==> config.mk <==
export PLATFORM = sky130hd
export DESIGN_NAME = prac_prep
export DESIGN_NICKNAME = d
export VERILOG_FILES = /design/src/rtl/prac_pkg.sv /design/src/rtl/prac_prep.sv
export SDC_FILE = /design/constraint.sdc
export NUM_CORES = 1
export LEC_CHECK = 0
export CAP_MARGIN = 40
export CORE_MARGIN = 2
export CORE_UTILIZATION = 57
export CTS_BUF_LIST = sky130_fd_sc_hd__clkbuf_8
export DETAILED_ROUTE_END_ITERATION = 8
export DONT_BUFFER_PORTS = 1
export GPL_ROUTABILITY_DRIVEN = 1
export PLACE_DENSITY = 0.72
export SYNTH_ARGS = -nofsm -noshare
export SYNTH_HDL_FRONTEND = slang
export SYNTH_SLANG_ARGS = --single-unit
export TNS_END_PERCENT = 20
==> constraint.sdc <==
create_clock -name clk -period 4 [get_ports clk]
set_clock_uncertainty 0.1 [all_clocks]
set_input_delay 0.8 -clock clk [delete_from_list [all_inputs] [get_ports clk]]
set_output_delay 0.8 -clock clk [all_outputs]
set_load 0.02 [all_outputs]
==> src/rtl/prac_pkg.sv <==
package prac_pkg;

  localparam int CW   = 16;
  localparam int AW   = 16;
  localparam int DW   = CW + 1;
  localparam int QW   = 32;
  localparam int FRAC = 30;
  localparam int PW   = DW + QW;
  localparam int SW   = PW + 1;
  localparam int MW   = SW - FRAC;
  localparam int RW   = MW + 2;

  localparam logic signed [QW-1:0] CORDIC_GAIN = 32'sh26DD_3B6A;
  localparam logic signed [QW-1:0] Q_ONE       = 32'sh4000_0000;
  localparam logic [QW-1:0]        EIGHTH_TURN = 32'h2000_0000;

  typedef enum logic [1:0] {
    QUAD_0 = 2'd0,
    QUAD_1 = 2'd1,
    QUAD_2 = 2'd2,
    QUAD_3 = 2'd3
  } quad_t;

  typedef struct packed {
    logic signed [CW-1:0] point_x;
    logic signed [CW-1:0] point_y;
    logic signed [CW-1:0] center_x;
    logic signed [CW-1:0] center_y;
    logic [AW-1:0]        angle_turns;
  } in_item_t;

  typedef struct packed {
    logic signed [CW-1:0] rotated_x;
    logic signed [CW-1:0] rotated_y;
    logic                 saturated;
  } out_item_t;

  typedef struct packed {
    logic signed [QW-1:0] x;
    logic signed [QW-1:0] y;
    logic signed [QW-1:0] z;
    quad_t                quad;
    logic signed [DW-1:0] dx;
    logic signed [DW-1:0] dy;
    logic signed [CW-1:0] cx;
    logic signed [CW-1:0] cy;
  } cordic_t;

  // atan(2^-i), 2^32 units per turn
  function automatic logic [QW-1:0] atan_turns(input int idx);
    logic [QW-1:0] a;
    case (idx)
      0:  a = 32'h2000_0000;
      1:  a = 32'h12E4_051D;
      2:  a = 32'h09FB_385B;
      3:  a = 32'h0511_11D4;
      4:  a = 32'h028B_0D43;
      5:  a = 32'h0145_D7E1;
      6:  a = 32'h00A2_F61E;
      7:  a = 32'h0051_7C55;
      8:  a = 32'h0028_BE53;
      9:  a = 32'h0014_5F2E;
      10: a = 32'h000A_2F98;
      11: a = 32'h0005_17CC;
      12: a = 32'h0002_8BE6;
      13: a = 32'h0001_45F3;
      14: a = 32'h0000_A2F9;
      15: a = 32'h0000_517C;
      16: a = 32'h0000_28BE;
      17: a = 32'h0000_145F;
      18: a = 32'h0000_0A2F;
      19: a = 32'h0000_0517;
      20: a = 32'h0000_028B;
      21: a = 32'h0000_0145;
      22: a = 32'h0000_00A2;
      23: a = 32'h0000_0051;
      24: a = 32'h0000_0028;
      25: a = 32'h0000_0014;
      26: a = 32'h0000_000A;
      27: a = 32'h0000_0005;
      28: a = 32'h0000_0002;
      29: a = 32'h0000_0001;
      default: a = '0;
    endcase
    return a;
  endfunction

endpackage

==> src/rtl/prac_prep.sv <==
module prac_prep (
  input  logic                clk,
  input  logic                rst_n,
  input  logic                in_valid,
  output logic                in_ready,
  input  prac_pkg::in_item_t  in_data,
  output logic                out_valid,
  input  logic                out_ready,
  output prac_pkg::cordic_t   out_data
);
  import prac_pkg::*;

  logic          valid_r;
  cordic_t       data_r;
  cordic_t       data_nxt;
  logic [QW-1:0] theta;
  logic [QW-1:0] theta_off;
  logic [1:0]    quad;
  logic [QW-1:0] resid;

  assign in_ready  = !valid_r || out_ready;
  assign out_valid = valid_r;
  assign out_data  = data_r;

  always_comb begin
    theta     = {in_data.angle_turns, {(QW-AW){1'b0}}};
    theta_off = theta + EIGHTH_TURN;
    quad      = theta_off[QW-1:QW-2];
    resid     = theta - {quad, {(QW-2){1'b0}}};
    data_nxt.x    = CORDIC_GAIN;
    data_nxt.y    = '0;
    data_nxt.z    = signed'(resid);
    data_nxt.quad = quad_t'(quad);
    data_nxt.dx   = {in_data.point_x[CW-1], in_data.point_x}
                  - {in_data.center_x[CW-1], in_data.center_x};
    data_nxt.dy   = {in_data.point_y[CW-1], in_data.point_y}
                  - {in_data.center_y[CW-1], in_data.center_y};
    data_nxt.cx   = in_data.center_x;
    data_nxt.cy   = in_data.center_y;
  end

  always_ff @(posedge clk) begin
    if (!rst_n) begin
      valid_r <= 1'b0;
    end else if (in_ready) begin
      valid_r <= in_valid;
    end
  end

  always_ff @(posedge clk) begin
    if (in_ready && in_valid) begin
      data_r <= data_nxt;
    end
  end

endmodule

==> run_summary.xml <==
<?xml version="1.0" encoding="UTF-8"?>
<metrics>
  <group name="status">
    <metric name="status" unit="">finished, final reports clean</metric>
  </group>
  <group name="clock_network">
    <metric name="cts-root-buf" unit="">clkbuf_8</metric>
    <metric name="ctsHtreeMaxLevel" unit="">3</metric>
    <metric name="clock_tree_from_tritoncts" unit="">built</metric>
    <metric name="post_cts.repair.setup_buffers" unit="">0</metric>
    <metric name="clock_sink_count" unit="">85</metric>
    <metric name="clk_latency" unit="ns">0.34</metric>
    <metric name="cts-buffers-inserted" unit="">9</metric>
    <metric name="post_cts_resize_count" unit="">0</metric>
    <metric name="cts-hold-fix-buffers" unit="">0</metric>
    <metric name="clockBufferDepth" unit="">2</metric>
    <metric name="clk_pin_slew" unit="ns">0.09</metric>
  </group>
  <group name="route">
    <metric name="post_drt_wl_per_cell" unit="um">17.8</metric>
    <metric name="route.vias.total" unit="">2939</metric>
    <metric name="detail_route.drc_violations" unit="">0</metric>
    <metric name="drt_iter0_drc" unit="">117</metric>
    <metric name="ant_nets" unit="">0</metric>
    <metric name="firstDrtPassIters" unit="">5</metric>
    <metric name="routed_wirelength" unit="mm">9.84</metric>
    <metric name="vias_per_cell" unit="">5.31</metric>
  </group>
  <group name="worst_setup_path">
    <metric name="worst_path_most_repeated_cell" unit="">o31a_1</metric>
    <metric name="critical_path.n_buffers_inverters" unit="">1</metric>
    <metric name="slowest_delay" unit="ns">0.42</metric>
    <metric name="setup.worst_path.class" unit="">input port to flip-flop</metric>
    <metric name="crit_path_start_kind" unit="">input port</metric>
    <metric name="worst_setup_path_end_kind" unit="">flip-flop</metric>
    <metric name="worstPathArrival" unit="ns">2.55</metric>
    <metric name="worst_path_max_delay_cell" unit="">fa_1</metric>
    <metric name="cpLargestDelayFamily" unit="">compound AO/OA/AOI/OAI gates</metric>
    <metric name="data_required_critical_path" unit="ns">3.98</metric>
    <metric name="worstPathMaxFanout" unit="">4</metric>
    <metric name="crit_path_cell_trace" unit="">inv_1 -&gt; ha_1 -&gt; fa_1 -&gt; nor2b_1 -&gt; o31a_1 -&gt; o31a_1 -&gt; a41oi_4 -&gt; a21oi_1 -&gt; xor2_1</metric>
  </group>
  <group name="die">
    <metric name="start_util" unit="%">59.2</metric>
    <metric name="die_width" unit="um">96.9</metric>
    <metric name="std_cell_rows" unit="">33</metric>
    <metric name="die_height" unit="um">96.9</metric>
    <metric name="die-area" unit="sq um">9390</metric>
    <metric name="coreArea" unit="sq um">8300</metric>
    <metric name="io_pins" unit="">250</metric>
  </group>
  <group name="sta">
    <metric name="fin_crit_sh" unit="%">64.2</metric>
    <metric name="max_clock_freq" unit="MHz">390</metric>
    <metric name="count_of_pins_over_their_slew_limit" unit="">0</metric>
    <metric name="setup_viol" unit="">0</metric>
    <metric name="grt_setup_unrepaired" unit="">false</metric>
    <metric name="final_total_negative_setup_slack" unit="ns">0</metric>
    <metric name="hold_viol" unit="">0</metric>
    <metric name="finalWorstPathRequiredPeriod" unit="ns">2.57</metric>
  </group>
  <group name="pwr">
    <metric name="power.density_cell_area" unit="nW/um^2">451</metric>
    <metric name="vdd_drop_max" unit="mV">0.194</metric>
    <metric name="pwr-share-comb" unit="%">16.9</metric>
    <metric name="clkPwrFrac" unit="%">28.7</metric>
    <metric name="total_power" unit="mW">2.24</metric>
    <metric name="netSwitchingPower" unit="mW">0.678</metric>
    <metric name="power.internal" unit="mW">1.56</metric>
    <metric name="power_switching_share" unit="%">30.2</metric>
    <metric name="seqPwrFrac" unit="%">54.3</metric>
    <metric name="power_leakage" unit="nW">2.10</metric>
  </group>
  <group name="cells_and_area">
    <metric name="utilization" unit="%">59.9</metric>
    <metric name="filler_cell_count" unit="">664</metric>
    <metric name="multiInputGateArea" unit="sq um">1890</metric>
    <metric name="layout-area-overhead-vs-synth" unit="%">1.09</metric>
    <metric name="num_antenna_cells" unit="">0</metric>
    <metric name="nets" unit="">564</metric>
    <metric name="final-seq-area" unit="sq um">2540</metric>
    <metric name="fraction_of_final_layout_cells_with_drive_strength_greater_than_1" unit="%">4.24</metric>
  </group>
  <group name="yosys">
    <metric name="synth_area_leaders" unit="">edfxtp_1 (51%), buf_4 (12%), ha_1 (8.7%)</metric>
    <metric name="register_area_share_after_synthesis" unit="%">51.7</metric>
    <metric name="synthesis.instances" unit="">435</metric>
    <metric name="ys_warn_count" unit="">0</metric>
    <metric name="synthesis.area_per_instance" unit="sq um">11.3</metric>
    <metric name="synth.cell_area" unit="sq um">4920</metric>
    <metric name="yosysTopAreaCellShare" unit="%">51.3</metric>
    <metric name="asyncSetResetFlopFracSynth" unit="%">0</metric>
    <metric name="synth-seq-cells" unit="">85</metric>
    <metric name="edff_count_synth" unit="">84</metric>
    <metric name="synth_area_leader" unit="">edfxtp_1</metric>
    <metric name="post_synth_num_cell_types" unit="">44</metric>
    <metric name="dominantRegCellSynth" unit="">edfxtp_1</metric>
  </group>
  <group name="global_route">
    <metric name="grt_start_max_net_pins" unit="">60</metric>
    <metric name="grt.overflow.total" unit="">0</metric>
    <metric name="grt_pass1_wl" unit="mm">15.1</metric>
    <metric name="grt_antenna_before_repair" unit="">0</metric>
    <metric name="number_of_global_route_vias_before_repair" unit="">2822</metric>
    <metric name="groute.usage.overall" unit="%">20.4</metric>
  </group>
  <group name="placement">
    <metric name="dp_hpwl" unit="mm">7.87</metric>
    <metric name="placement.io_buffers" unit="">0</metric>
    <metric name="gp_congestion" unit="">0.889</metric>
  </group>
  <group name="job">
    <metric name="drv.max_cap_violation_count" unit="">0</metric>
  </group>
  <group name="hold_path">
    <metric name="hold_path.class" unit="">input port to flip-flop</metric>
  </group>
</metrics>
## Yosys cell counts (2+ instances only)
| library cell | number |
|---|---|
| edfxtp_1 | 84 |
| and2_1 | 2 |
| o22ai_1 | 3 |
| nor3b_1 | 2 |
| nor2b_1 | 8 |
| a21o_1 | 2 |
| inv_1 | 47 |
| o21bai_1 | 2 |
| o211ai_1 | 3 |
| conb_1 | 2 |
| a31oi_1 | 4 |
| nand3b_1 | 2 |
| xnor2_1 | 18 |
| fa_1 | 2 |
| a21oi_1 | 30 |
| o21ai_1 | 4 |
| o21ai_0 | 17 |
| or2_2 | 2 |
| and3_1 | 3 |
| a21boi_0 | 2 |
| nand2b_1 | 5 |
| xor2_1 | 4 |
| a211oi_1 | 4 |
| nand3_1 | 2 |
| nand2_1 | 12 |
| nor3_1 | 4 |
| nand4_1 | 2 |
| or3_1 | 2 |
| o31a_1 | 3 |
| buf_4 | 80 |
| ha_1 | 34 |
| o21a_1 | 7 |
| nor2_1 | 26 |
## placed cells by master (no fill, tap or decap), types with 2 or more instances in the layout
master / instances
o21ai_1: 4
o22ai_1: 3
a31oi_1: 4
conb_1: 80
a21oi_1: 30
o21bai_1: 2
a211oi_1: 4
nor3_1: 4
fa_1: 2
nand2b_1: 5
nand4_1: 2
xnor2_1: 18
or3_1: 2
nor2b_1: 8
edfxtp_1: 84
a21boi_0: 2
nand3_1: 2
ha_1: 34
o21ai_0: 17
xor2_1: 4
nand2_1: 12
o31a_1: 3
o211ai_1: 3
and3_1: 3
nor3b_1: 2
nand3b_1: 2
nor2_1: 26
or2_2: 2
a21o_1: 2
bufinv_16: 2
clkbuf_8: 9
o21a_1: 7
inv_1: 49
## power groups by stage
| stage | Combinational, mW | Clock, mW | Sequential, mW |
|---|---|---|---|
| floorplan | 0.370 | 0 | 1.22 |
| global placement | 0.357 | 0 | 1.24 |
| detailed placement | 0.374 | 0 | 1.24 |
| CTS | 0.376 | 0.655 | 1.22 |
| global route | 0.420 | 0.693 | 1.22 |
| finish | 0.379 | 0.644 | 1.22 |
## cell families after synthesis
family	Yosys count	synth area share [%]
xor+xnor	22	3.92
simple gates	73	7.30
fa+ha+maj	36	9.47
buf+inv	128	15.9
other cells	2	0.153
compound gates	88	11.4
flops	85	51.7
mux	1	0.204
## flip-flops by register name, summed over array words and instances (netlist names)
signal / flops
out_data: 84
out_valid: 1
## per-stage QoR
step / instances / hold slack (ns) / area, sq um / setup slack, ns
final: 553 / 0.442 / 4970 / 1.43
after global placement: 537 / 0.750 / 4740 / 1.20
after global routing: 553 / 0.416 / 4970 / 1.36
after floorplan: 513 / 0.650 / 5210 / 0.398
after detailed placement: 538 / 0.769 / 4770 / 1.09
after CTS: 553 / 0.427 / 4970 / 1.46
## per-layer routing
metal  routed length [um]  track usage [%]  part of all wire [%]  up-vias
met5                    0                0                     0        -
met4                  281             8.13                   2.9        0
met3                  897             6.65                   9.1       20
met2                 4910             34.8                    50      202
met1                 3750             23.6                    38     1342
li1                     -                -                     -     1375
## path summary, 6_finish.rpt
path	from	endpoint	slack [ns]	cells after the start
max	in_data[64]	out_data[61]	1.43	9
min	in_data[2]	out_data[86]	0.44	0
max reg2reg	out_valid	out_data[91]	2.06	3
min reg2reg	out_valid	out_valid	0.76	2
## layout make-up
class,count,area share (%)
clock buffers,9,2.49
clock inverters,6,1.61
inverters,47,3.55
multi-input cells,300,38.0
flip-flops and latches,85,51.1
well taps,105,2.64
repair buffers,1,0.554
No activity file was read; power rests on OpenSTA's default activity.
