<file path="src/rtl/prac_pkg.sv">
package prac_pkg;

  localparam int CW   = 16;
  localparam int AW   = 16;
  localparam int DW   = CW + 1;
  localparam int QW   = 32;
  localparam int FRAC = 30;
  localparam int PW   = DW + QW;
  localparam int SW   = PW + 1;
  localparam int MW   = SW - FRAC;
  localparam int RW   = MW + 2;

  localparam logic signed [QW-1:0] CORDIC_GAIN = 32'sh26DD_3B6A;
  localparam logic signed [QW-1:0] Q_ONE       = 32'sh4000_0000;
  localparam logic [QW-1:0]        EIGHTH_TURN = 32'h2000_0000;

  typedef enum logic [1:0] {
    QUAD_0 = 2'd0,
    QUAD_1 = 2'd1,
    QUAD_2 = 2'd2,
    QUAD_3 = 2'd3
  } quad_t;

  typedef struct packed {
    logic signed [CW-1:0] point_x;
    logic signed [CW-1:0] point_y;
    logic signed [CW-1:0] center_x;
    logic signed [CW-1:0] center_y;
    logic [AW-1:0]        angle_turns;
  } in_item_t;

  typedef struct packed {
    logic signed [CW-1:0] rotated_x;
    logic signed [CW-1:0] rotated_y;
    logic                 saturated;
  } out_item_t;

  typedef struct packed {
    logic signed [QW-1:0] x;
    logic signed [QW-1:0] y;
    logic signed [QW-1:0] z;
    quad_t                quad;
    logic signed [DW-1:0] dx;
    logic signed [DW-1:0] dy;
    logic signed [CW-1:0] cx;
    logic signed [CW-1:0] cy;
  } cordic_t;

  // atan(2^-i), 2^32 units per turn
  function automatic logic [QW-1:0] atan_turns(input int idx);
    logic [QW-1:0] a;
    case (idx)
      0:  a = 32'h2000_0000;
      1:  a = 32'h12E4_051D;
      2:  a = 32'h09FB_385B;
      3:  a = 32'h0511_11D4;
      4:  a = 32'h028B_0D43;
      5:  a = 32'h0145_D7E1;
      6:  a = 32'h00A2_F61E;
      7:  a = 32'h0051_7C55;
      8:  a = 32'h0028_BE53;
      9:  a = 32'h0014_5F2E;
      10: a = 32'h000A_2F98;
      11: a = 32'h0005_17CC;
      12: a = 32'h0002_8BE6;
      13: a = 32'h0001_45F3;
      14: a = 32'h0000_A2F9;
      15: a = 32'h0000_517C;
      16: a = 32'h0000_28BE;
      17: a = 32'h0000_145F;
      18: a = 32'h0000_0A2F;
      19: a = 32'h0000_0517;
      20: a = 32'h0000_028B;
      21: a = 32'h0000_0145;
      22: a = 32'h0000_00A2;
      23: a = 32'h0000_0051;
      24: a = 32'h0000_0028;
      25: a = 32'h0000_0014;
      26: a = 32'h0000_000A;
      27: a = 32'h0000_0005;
      28: a = 32'h0000_0002;
      29: a = 32'h0000_0001;
      default: a = '0;
    endcase
    return a;
  endfunction

endpackage

</file>
<file path="src/rtl/prac_cordic_step.sv">
module prac_cordic_step #(
  parameter int IDX = 0
) (
  input  logic               clk,
  input  logic               rst_n,
  input  logic               in_valid,
  output logic               in_ready,
  input  prac_pkg::cordic_t  in_data,
  output logic               out_valid,
  input  logic               out_ready,
  output prac_pkg::cordic_t  out_data
);
  import prac_pkg::*;

  localparam logic signed [QW-1:0] ATAN = signed'(atan_turns(IDX));

  logic                 valid_r;
  cordic_t              data_r;
  cordic_t              data_nxt;
  logic signed [QW-1:0] xs;
  logic signed [QW-1:0] ys;

  assign in_ready  = !valid_r || out_ready;
  assign out_valid = valid_r;
  assign out_data  = data_r;

  always_comb begin
    xs       = in_data.x >>> IDX;
    ys       = in_data.y >>> IDX;
    data_nxt = in_data;
    if (!in_data.z[QW-1]) begin
      data_nxt.x = in_data.x - ys;
      data_nxt.y = in_data.y + xs;
      data_nxt.z = in_data.z - ATAN;
    end else begin
      data_nxt.x = in_data.x + ys;
      data_nxt.y = in_data.y - xs;
      data_nxt.z = in_data.z + ATAN;
    end
  end

  always_ff @(posedge clk) begin
    if (!rst_n) begin
      valid_r <= 1'b0;
    end else if (in_ready) begin
      valid_r <= in_valid;
    end
  end

  always_ff @(posedge clk) begin
    if (in_ready && in_valid) begin
      data_r <= data_nxt;
    end
  end

endmodule

</file>
<file path="config.mk">
export PLATFORM = sky130hd
export DESIGN_NAME = prac_cordic_step
export DESIGN_NICKNAME = d
export VERILOG_FILES = /design/src/rtl/prac_pkg.sv /design/src/rtl/prac_cordic_step.sv
export SDC_FILE = /design/constraint.sdc
export NUM_CORES = 1
export LEC_CHECK = 0
export BUFFER_PORTS_ARGS = -buffer_cell sky130_fd_sc_hd__buf_2
export CAP_MARGIN = 20
export CORE_MARGIN = 3
export CORE_UTILIZATION = 45
export DETAILED_ROUTE_END_ITERATION = 12
export PLACE_DENSITY = 0.73
export SYNTH_ARGS = -nofsm -noshare
export SYNTH_HDL_FRONTEND = slang
export SYNTH_SLANG_ARGS = --single-unit
</file>
<file path="constraint.sdc">
create_clock -name clk -period 9.8 [get_ports clk]
set_clock_uncertainty 0.15 [all_clocks]
set_input_delay 0 -clock clk [delete_from_list [all_inputs] [get_ports clk]]
set_output_delay 0 -clock clk [all_outputs]
set_load 0.02 [all_outputs]
</file>
==> results.json, run 1 <==
{
  "cts_tree": "done",
  "async_reset_ff_frac": 0,
  "finalSetupTns_ps": 0,
  "comb_power_share": 0.287,
  "tightest_slew_ps": 1020,
  "max_clock_freq_mhz": 313,
  "grt-ovfl-total": 0,
  "cpMaxStageDelayCell": "dlygate4sd3_1",
  "ios": 334,
  "num_rows": 55,
  "vdd_drop_max_uv": 96.9,
  "timing.final.hold_violations": 0,
  "place_inst": 1618,
  "fin_total_pwr_w": 0.00220,
  "finalNetCount": 1696,
  "worstHoldStart": "in_valid",
  "setup_viol": 0,
  "cts_max_level": 4,
  "clk_pin_slew_ps": 80,
  "grt_max_degree": 86,
  "p_clk_frac": 0.313,
  "num_vias": 9724,
  "cts_root_buffer": "clkbuf_16",
  "drt_first_iter_violations": 982,
  "clock_latency_ps": 420,
  "numPortBuffers": 333,
  "synthCells": 1013,
  "p_leak_nw": 6.25,
  "synthMostInstantiatedCell": "edfxtp_1",
  "crit_buf_inv": 2,
  "p_switching_w": 0.000757,
  "crit_fanout": 3,
  "syn_to_final_growth_pct": 33.6,
  "synth_edf_count": 163,
  "layoutNonFillerInstCount": 1756,
  "cp-startpoint": "in_data[132]",
  "finalWirelength_um": 36100,
  "cts_buffers": 17,
  "synthTopCellsByArea": "edfxtp_1, ha_1, a21oi_1",
  "vias_per_cell": 5.54,
  "cts.sinks": 164,
  "post_cts_buffers": 0,
  "crit_path_end_kind": "flop",
  "hold_path.class": "in2reg",
  "p_per_area_mw_per_mm2": 156,
  "status": "finished clean",
  "syn-cell-area_mm2": 0.0106,
  "slew_headroom": 0.317,
  "finalCritPeriodShare": 0.326,
  "ys_types": 91,
  "ys_warn_count": 0,
  "grt_pass1_wl_um": 56000,
  "die_area_mm2": 0.0254,
  "wire_per_inst_um": 20.6,
  "syn_area_per_cell_um2": 10.4,
  "seq_area_frac_synth": 0.465,
  "worst_slack_ps": 6600,
  "seq_power_share": 0.399,
  "dr.pass1.iters": 5,
  "max-cap-violations": 0,
  "die_h_um": 159,
  "max_stage_delay_ps": 530,
  "r2r_start": "out_valid",
  "cp.arrival_ps": 3230,
  "p_int_w": 0.00144,
  "path_delay_family": "compound AO/OA/AOI/OAI gates",
  "cts_max_path_buffers": 2,
  "antenna_found_initial": 1,
  "ys_ff_latch": 164,
  "synth_common_cells": "edfxtp_1, a21oi_1, inv_1",
  "layout-drive-gt1-share": 0.285,
  "dp_hpwl_um": 26100,
  "synth_area_leader_cell": "edfxtp_1",
  "synth_ff_type": "edfxtp_1",
  "cp-start-kind": "input port",
  "crit_type": "in2reg",
  "grt_pass1_vias": 9632,
  "ant_nets": 0,
  "synth_nets": 1279,
  "post-route-min-period_ps": 3200,
  "core-area_mm2": 0.0228,
  "dieWidth_um": 159,
  "rsz0062_at_grt": "no",
  "slew_violations": 0,
  "crit_chain": "dlygate4sd3_1, buf_2, ha_1, fa_1, nor2b_1, o211a_1, o2111ai_2, a211o_1, a211oi_1, nor3_1, o21ai_1, o21ai_0, xnor2_1",
  "swShare": 0.344,
  "post-place-ws_ps": 6580,
  "crit_required_ps": 9830,
  "start_util": 0.463,
  "fin_util": 0.618,
  "n_antenna_cell": 0,
  "drc_errors": 0,
  "synth_top_area_share": 0.463,
  "track_usage": 0.278,
  "place_congestion": 0.940
}
## registers in the layout (all words and copies together) (netlist names)
name / flops
out_valid: 1
out_data: 163
## repair_timing
action                                  in CTS  in global routing
hold buffers                               105                  0
hold endpoints to repair                   104                  0
endpoints found under the setup margin       0                  0
resized for setup                            0                  0
## final cells by class
cell class	count	area [um^2]
tap	313	392
clock inverter	15	196
inverter	100	375
timing repair buffer	442	2760
multi-input combinational	705	5060
clock buffer	17	425
sequential	164	4910
fill	1877	8720
## layout by cell type, fill, tap and decap left out, drive strengths merged, types with 9 or more instances in the layout
cell         synthesis  final
nor2                86     86
ha                  94     94
clkinv               3     12
edfxtp             163    163
nand3                9      9
xnor2               51     51
a21oi              105    105
nand2b              10     10
a21o                26     26
nand4                9      9
a211oi               9      9
o21ai               63     63
inv                 97    103
nor3                19     19
o21bai              21     21
nand2               57     57
clkbuf              18     17
buf                 26    337
a31oi                9      9
dlygate4sd3          0    105
## cell families after synthesis
family / count (synthesis) / synth area share
adder cells (fa/ha/maj): 98 / 0.119
AO/OA/AOI/OAI: 314 / 0.204
AND/OR/NAND/NOR: 229 / 0.102
flip-flops: 164 / 0.465
XOR/XNOR: 58 / 0.0480
multiplexers: 6 / 0.00568
buffers and inverters: 144 / 0.0566
## worst register-to-register path, delay by kind of cell, from the launching register on
| kind | cells | cell delay [ps] |
|---|---|---|
| buffers and inverters | 2 | 1160 |
| DFF | 1 | 310 |
| and+or+nand+nor | 2 | 670 |
## metrics by stage
stage	instance area [um^2]	hold slack, ps
6_report	14100	69.6
5_1_grt	14100	78.4
4_1_cts	14100	36.0
3_5_place_dp	12400	28.1
3_3_place_gp	12400	26.4
2_1_floorplan	10600	-51.1
## power groups by stage
| stage | clock network, W | logic, W | registers (W) |
|---|---|---|---|
| finish | 0.000689 | 0.000633 | 0.000879 |
| detailed placement | 0 | 0.000583 | 0.000893 |
| global placement | 0 | 0.000579 | 0.000891 |
| CTS | 0.000703 | 0.000621 | 0.000877 |
| floorplan | 0 | 0.000307 | 0.000973 |
| global route | 0.000732 | 0.000680 | 0.000884 |
## layer usage
| layer | routed length (um) | vias up | GRT usage |
|---|---|---|---|
| met2 | 17200 | 527 | 0.456 |
| met3 | 2880 | 72 | 0.0559 |
| met4 | 1190 | 2 | 0.0979 |
| li1 | - | 4497 | - |
| met1 | 14800 | 4626 | 0.369 |
| met5 | 13 | - | 0 |
## worst paths after layout
kind / endpoint / slack, ps / cells after the start
setup reg to reg: out_data[22] / 7060 / 4
hold / removal: out_data[37] / 70 / 2
setup / recovery: out_data[156] / 6600 / 13
hold reg to reg: out_data[37] / 870 / 2
Note: power is estimated with default switching activity, not from simulation.
==> inputs of run 2 (changes only) <==
PLACE_DENSITY = 0.76   (was 0.73)
clock period = 2.7 ns   (was 9.8 ns; I/O delays follow)
==> run 2 against run 1 <==
  * Largest power group unchanged
  * Critical endpoint is now out_data[163]
  * Via count is 9.3% higher
  * Sequential power increased to 3.6 times the previous value
  * Non-clock buffer count increased by 179
  * Register-to-register slack got worse by 6200 ps
==> results.json, run 2 (same netlist as run 1, synthesis figures left out) <==
{
  "max_clock_freq_mhz": 391,
  "place_inst": 1799,
  "setup_viol": 0,
  "num_vias": 10600,
  "layout-drive-gt1-share": 0.365,
  "timing.final.hold_violations": 0,
  "wire_per_inst_um": 20.8,
  "ios": 334,
  "vias_per_cell": 5.49,
  "dieWidth_um": 159,
  "ant_nets": 0,
  "die_h_um": 159,
  "grt-ovfl-total": 0,
  "finalNetCount": 1875,
  "vdd_drop_max_uv": 430,
  "p_leak_nw": 7.13,
  "n_fill_cell": 1756,
  "wl_met2_um": 19100,
  "cts_tree": "done",
  "largest_reg_flops": 163,
  "crit_fanout": 11,
  "grt_max_degree": 85,
  "dp_hpwl_um": 29600,
  "cp.arrival_ps": 2580,
  "crit_required_ps": 2720,
  "clock_latency_ps": 430,
  "grt_pass1_wl_um": 60700,
  "layoutNonFillerInstCount": 1938,
  "post_cts_buffers": 0,
  "clk_pin_slew_ps": 80,
  "finalWirelength_um": 40200,
  "final_common_cell": "buf_2",
  "post-route-min-period_ps": 2560,
  "grt_pass1_vias": 10600,
  "finalCritPeriodShare": 0.948,
  "place_congestion": 1.01,
  "cp-start-kind": "input port",
  "hold_path.class": "in2reg",
  "num_rows": 55,
  "slew_violations": 0,
  "max-cap-violations": 0,
  "drt_first_iter_violations": 1012,
  "crit_path_end_kind": "flop",
  "slew_headroom": 0.374,
  "wl_met3_um": 3540,
  "cts.sinks": 164,
  "core-area_mm2": 0.0228,
  "crit_type": "in2reg",
  "start_util": 0.463,
  "cts_root_buffer": "clkbuf_16",
  "die_area_mm2": 0.0254,
  "numPortBuffers": 333,
  "final_cell_mix": "buf_2, buf_4, edfxtp_1",
  "p_per_area_mw_per_mm2": 544,
  "maxUsedRoutingLayer": "met5",
  "cts_max_path_buffers": 2,
  "antenna_found_initial": 8,
  "syn_to_final_growth_pct": 46.7,
  "drc_errors": 0,
  "cts_buffers": 17,
  "tightest_slew_ps": 938,
  "dr.pass1.iters": 5,
  "met1Wirelength_um": 15800,
  "track_usage": 0.307,
  "whs_ps": 40.1,
  "cts_max_level": 4,
  "status": "finished clean"
}
==> run 2: worst max-delay path, cell delays in order <==
cell	delay (ps)
buf_2	100
inv_1	40
ha_1	280
buf_4	190
or4_1	550
a21oi_2	260
o21ai_4	150
or2_4	270
a31oi_4	190
buf_4	160
nand3_1	80
a21oi_1	220
xor2_1	90
==> run 2: final timing paths <==
path,start,to,slack [ps],cells after the start
min reg2reg,out_valid,out_data[12],900,2
min,in_data[133],out_data[133],40,4
max,in_data[105],out_data[163],140,13
max reg2reg,out_valid,out_data[72],850,3
==> run 2: per-stage QoR <==
step / setup slack, ps / utilization / total power (W) / setup TNS, ps / area [um^2]
6_report: 140 / 0.679 / 0.00844 / 0 / 15500
5_1_grt: -0.640 / 0.679 / 0.00875 / -0.640 / 15500
4_1_cts: 211 / 0.678 / 0.00837 / 0 / 15500
3_5_place_dp: -236 / 0.606 / 0.00572 / -4590 / 13800
3_3_place_gp: -184 / 0.606 / 0.00569 / -3270 / 13800
2_1_floorplan: 235 / - / 0.00463 / 0 / 10600
==> run 2: timing repair <==
item	in CTS	in global routing
endpoints found under the hold margin	104	0
gates resized for setup	0	1
hold buffers	104	0
endpoints found under the setup margin	0	1
==> run 2: layer usage <==
layer	GRT usage	vias to the layer above
met4	0.134	8
met1	0.387	4993
met2	0.510	664
li1	-	4846
met3	0.0682	119
met5	0	-
==> run 2: area by class of cell <==
class                      instances  area [um^2]  area share
clock inverter                    15          189      0.0122
clock buffer                      17          425      0.0274
antenna                            3         7.51    0.000484
sequential                       164         4910       0.317
inverter                         100          375      0.0242
timing repair buffer             621         4140       0.267
multi-input combinational        705         5060       0.327
tap                              313          392      0.0253
==> run 2: report_power, final <==
part	total (W)	internal (W)	switching, W	leakage, nW
logic	0.00268	0.00113	0.00155	5.25
clock network	0.00256	0.00128	0.00128	0.300
registers	0.00320	0.00311	0.0000909	1.59
total	0.00844	0.00552	0.00292	7.13
==> inputs of run 3 (changes only) <==
CORE_ASPECT_RATIO = 2   (was not set)
==> run 3 against run 2 <==
  * Sequential share of layout area shrank 0.70 points
  * Clock power shrank 2%
  * First-iteration DRC count shrank 39%
  * Count of clock-buffer cells in the layout is the same
==> results.json, run 3 (same netlist as run 1, synthesis figures left out) <==
{
  "max_stage_delay_ps": 380,
  "n_fill_cell": 1762,
  "crit_fanout": 3,
  "vdd_drop_max_uv": 606,
  "cp-start-kind": "input port",
  "place_inst": 1819,
  "grt-ovfl-total": 0,
  "cp.arrival_ps": 2640,
  "layout-drive-gt1-share": 0.385,
  "max_clock_freq_mhz": 382,
  "ant_nets": 0,
  "finalCritPeriodShare": 0.969,
  "finalWirelength_um": 42700,
  "cts.sinks": 164,
  "cpMaxStageDelayCell": "fa_1",
  "wire_per_inst_um": 21.8,
  "num_rows": 78,
  "setup_viol": 0,
  "drt_first_iter_violations": 619,
  "slew_violations": 0,
  "place_congestion": 0.993,
  "clock_latency_ps": 430,
  "crit_chain": "buf_2, ha_1, fa_1, nor2b_1, o211a_1, o2111ai_2, a211o_1, a32oi_2, a311oi_1, o32ai_1, xnor2_1",
  "grt.met1_usage": 0.293,
  "die_h_um": 223,
  "largest_reg_flops": 163,
  "num_vias": 10700,
  "finalSetupTns_ps": 0,
  "final_cell_mix": "buf_2, buf_4, edfxtp_1",
  "crit_path_end_kind": "flop",
  "busiest_layer": "met2",
  "grt_max_degree": 45,
  "post_cts_buffers": 0,
  "grtUsageMet3": 0.0534,
  "core-area_mm2": 0.0229,
  "cts_max_path_buffers": 2,
  "dieWidth_um": 114,
  "rsz0062_at_grt": "no",
  "post-route-min-period_ps": 2620,
  "post-place-ws_ps": -296,
  "hold_path.class": "in2reg",
  "max-cap-violations": 0,
  "tightest_slew_ps": 675,
  "whs_ps": 39.3,
  "groute.layer.met2.usage": 0.636,
  "status": "finished clean",
  "final_common_cell": "buf_2",
  "grt_pass1_vias": 11300,
  "dp_hpwl_um": 32500,
  "path_delay_family": "compound AO/OA/AOI/OAI gates",
  "timing.final.hold_violations": 0,
  "start_util": 0.461,
  "p_leak_nw": 7.39,
  "numPortBuffers": 333,
  "rrSetupSlack_ps": 910,
  "p_per_area_mw_per_mm2": 537,
  "finalNetCount": 1930,
  "cts_max_level": 4,
  "slew_headroom": 0.546,
  "dr.pass1.iters": 5,
  "layoutNonFillerInstCount": 1958,
  "cts_tree": "done",
  "grt_pass1_wl_um": 62600,
  "antenna_found_initial": 2,
  "die_area_mm2": 0.0255,
  "cts_root_buffer": "clkbuf_16",
  "worst_slack_ps": 84.6,
  "vias_per_cell": 5.45,
  "ios": 334,
  "crit_type": "in2reg",
  "syn_to_final_growth_pct": 50.0,
  "cts_buffers": 17,
  "drc_errors": 0,
  "track_usage": 0.328,
  "clk_pin_slew_ps": 80,
  "crit_buf_inv": 1,
  "crit_required_ps": 2720
}
[run 3: metrics by stage]
stage	power (W)	utilization	instance area, um^2
2_1_floorplan	0.00463	-	10600
3_3_place_gp	0.00582	0.619	14200
3_5_place_dp	0.00585	0.619	14200
4_1_cts	0.00850	0.691	15800
5_1_grt	0.00883	0.691	15900
6_report	0.00851	0.691	15900
[run 3: area by class of cell]
| cell class | instances | area, um^2 | area share |
|---|---|---|---|
| Multi-Input combinational cell | 705 | 5070 | 0.320 |
| Tap cell | 280 | 350 | 0.0221 |
| Timing Repair Buffer | 676 | 4540 | 0.287 |
| Clock inverter | 15 | 174 | 0.0110 |
| Inverter | 100 | 375 | 0.0237 |
| Clock buffer | 17 | 425 | 0.0268 |
| Antenna cell | 1 | 2.50 | 0.000158 |
| Sequential cell | 164 | 4910 | 0.310 |
[run 3: power by group]
group / switching (W) / total, W / internal, W
registers: 0.0000888 / 0.00320 / 0.00311
logic: 0.00158 / 0.00279 / 0.00121
clock network: 0.00113 / 0.00252 / 0.00139
total: 0.00280 / 0.00851 / 0.00571
[run 3: repair_timing]
action / in CTS / in global routing
endpoints found under the hold margin: 107 / 0
hold buffers: 106 / 0
resized for setup: 0 / 1
setup endpoints to repair: 0 / 1
[run 3: routing by layer]
metal	wire, um	vias up	part of all wire
met4	3390	2	0.079
met2	23700	510	0.55
li1	-	4957	-
met1	13200	5029	0.31
met3	2420	167	0.057
met5	11	-	0.00026
[run 3: final timing paths]
path	from	endpoint	cells past startpoint
worst min-delay path	in_valid	out_data[78]	2
worst max-delay path	in_data[100]	out_data[162]	11
worst min register to register	out_valid	out_data[78]	2
worst max register to register	out_valid	out_data[161]	3
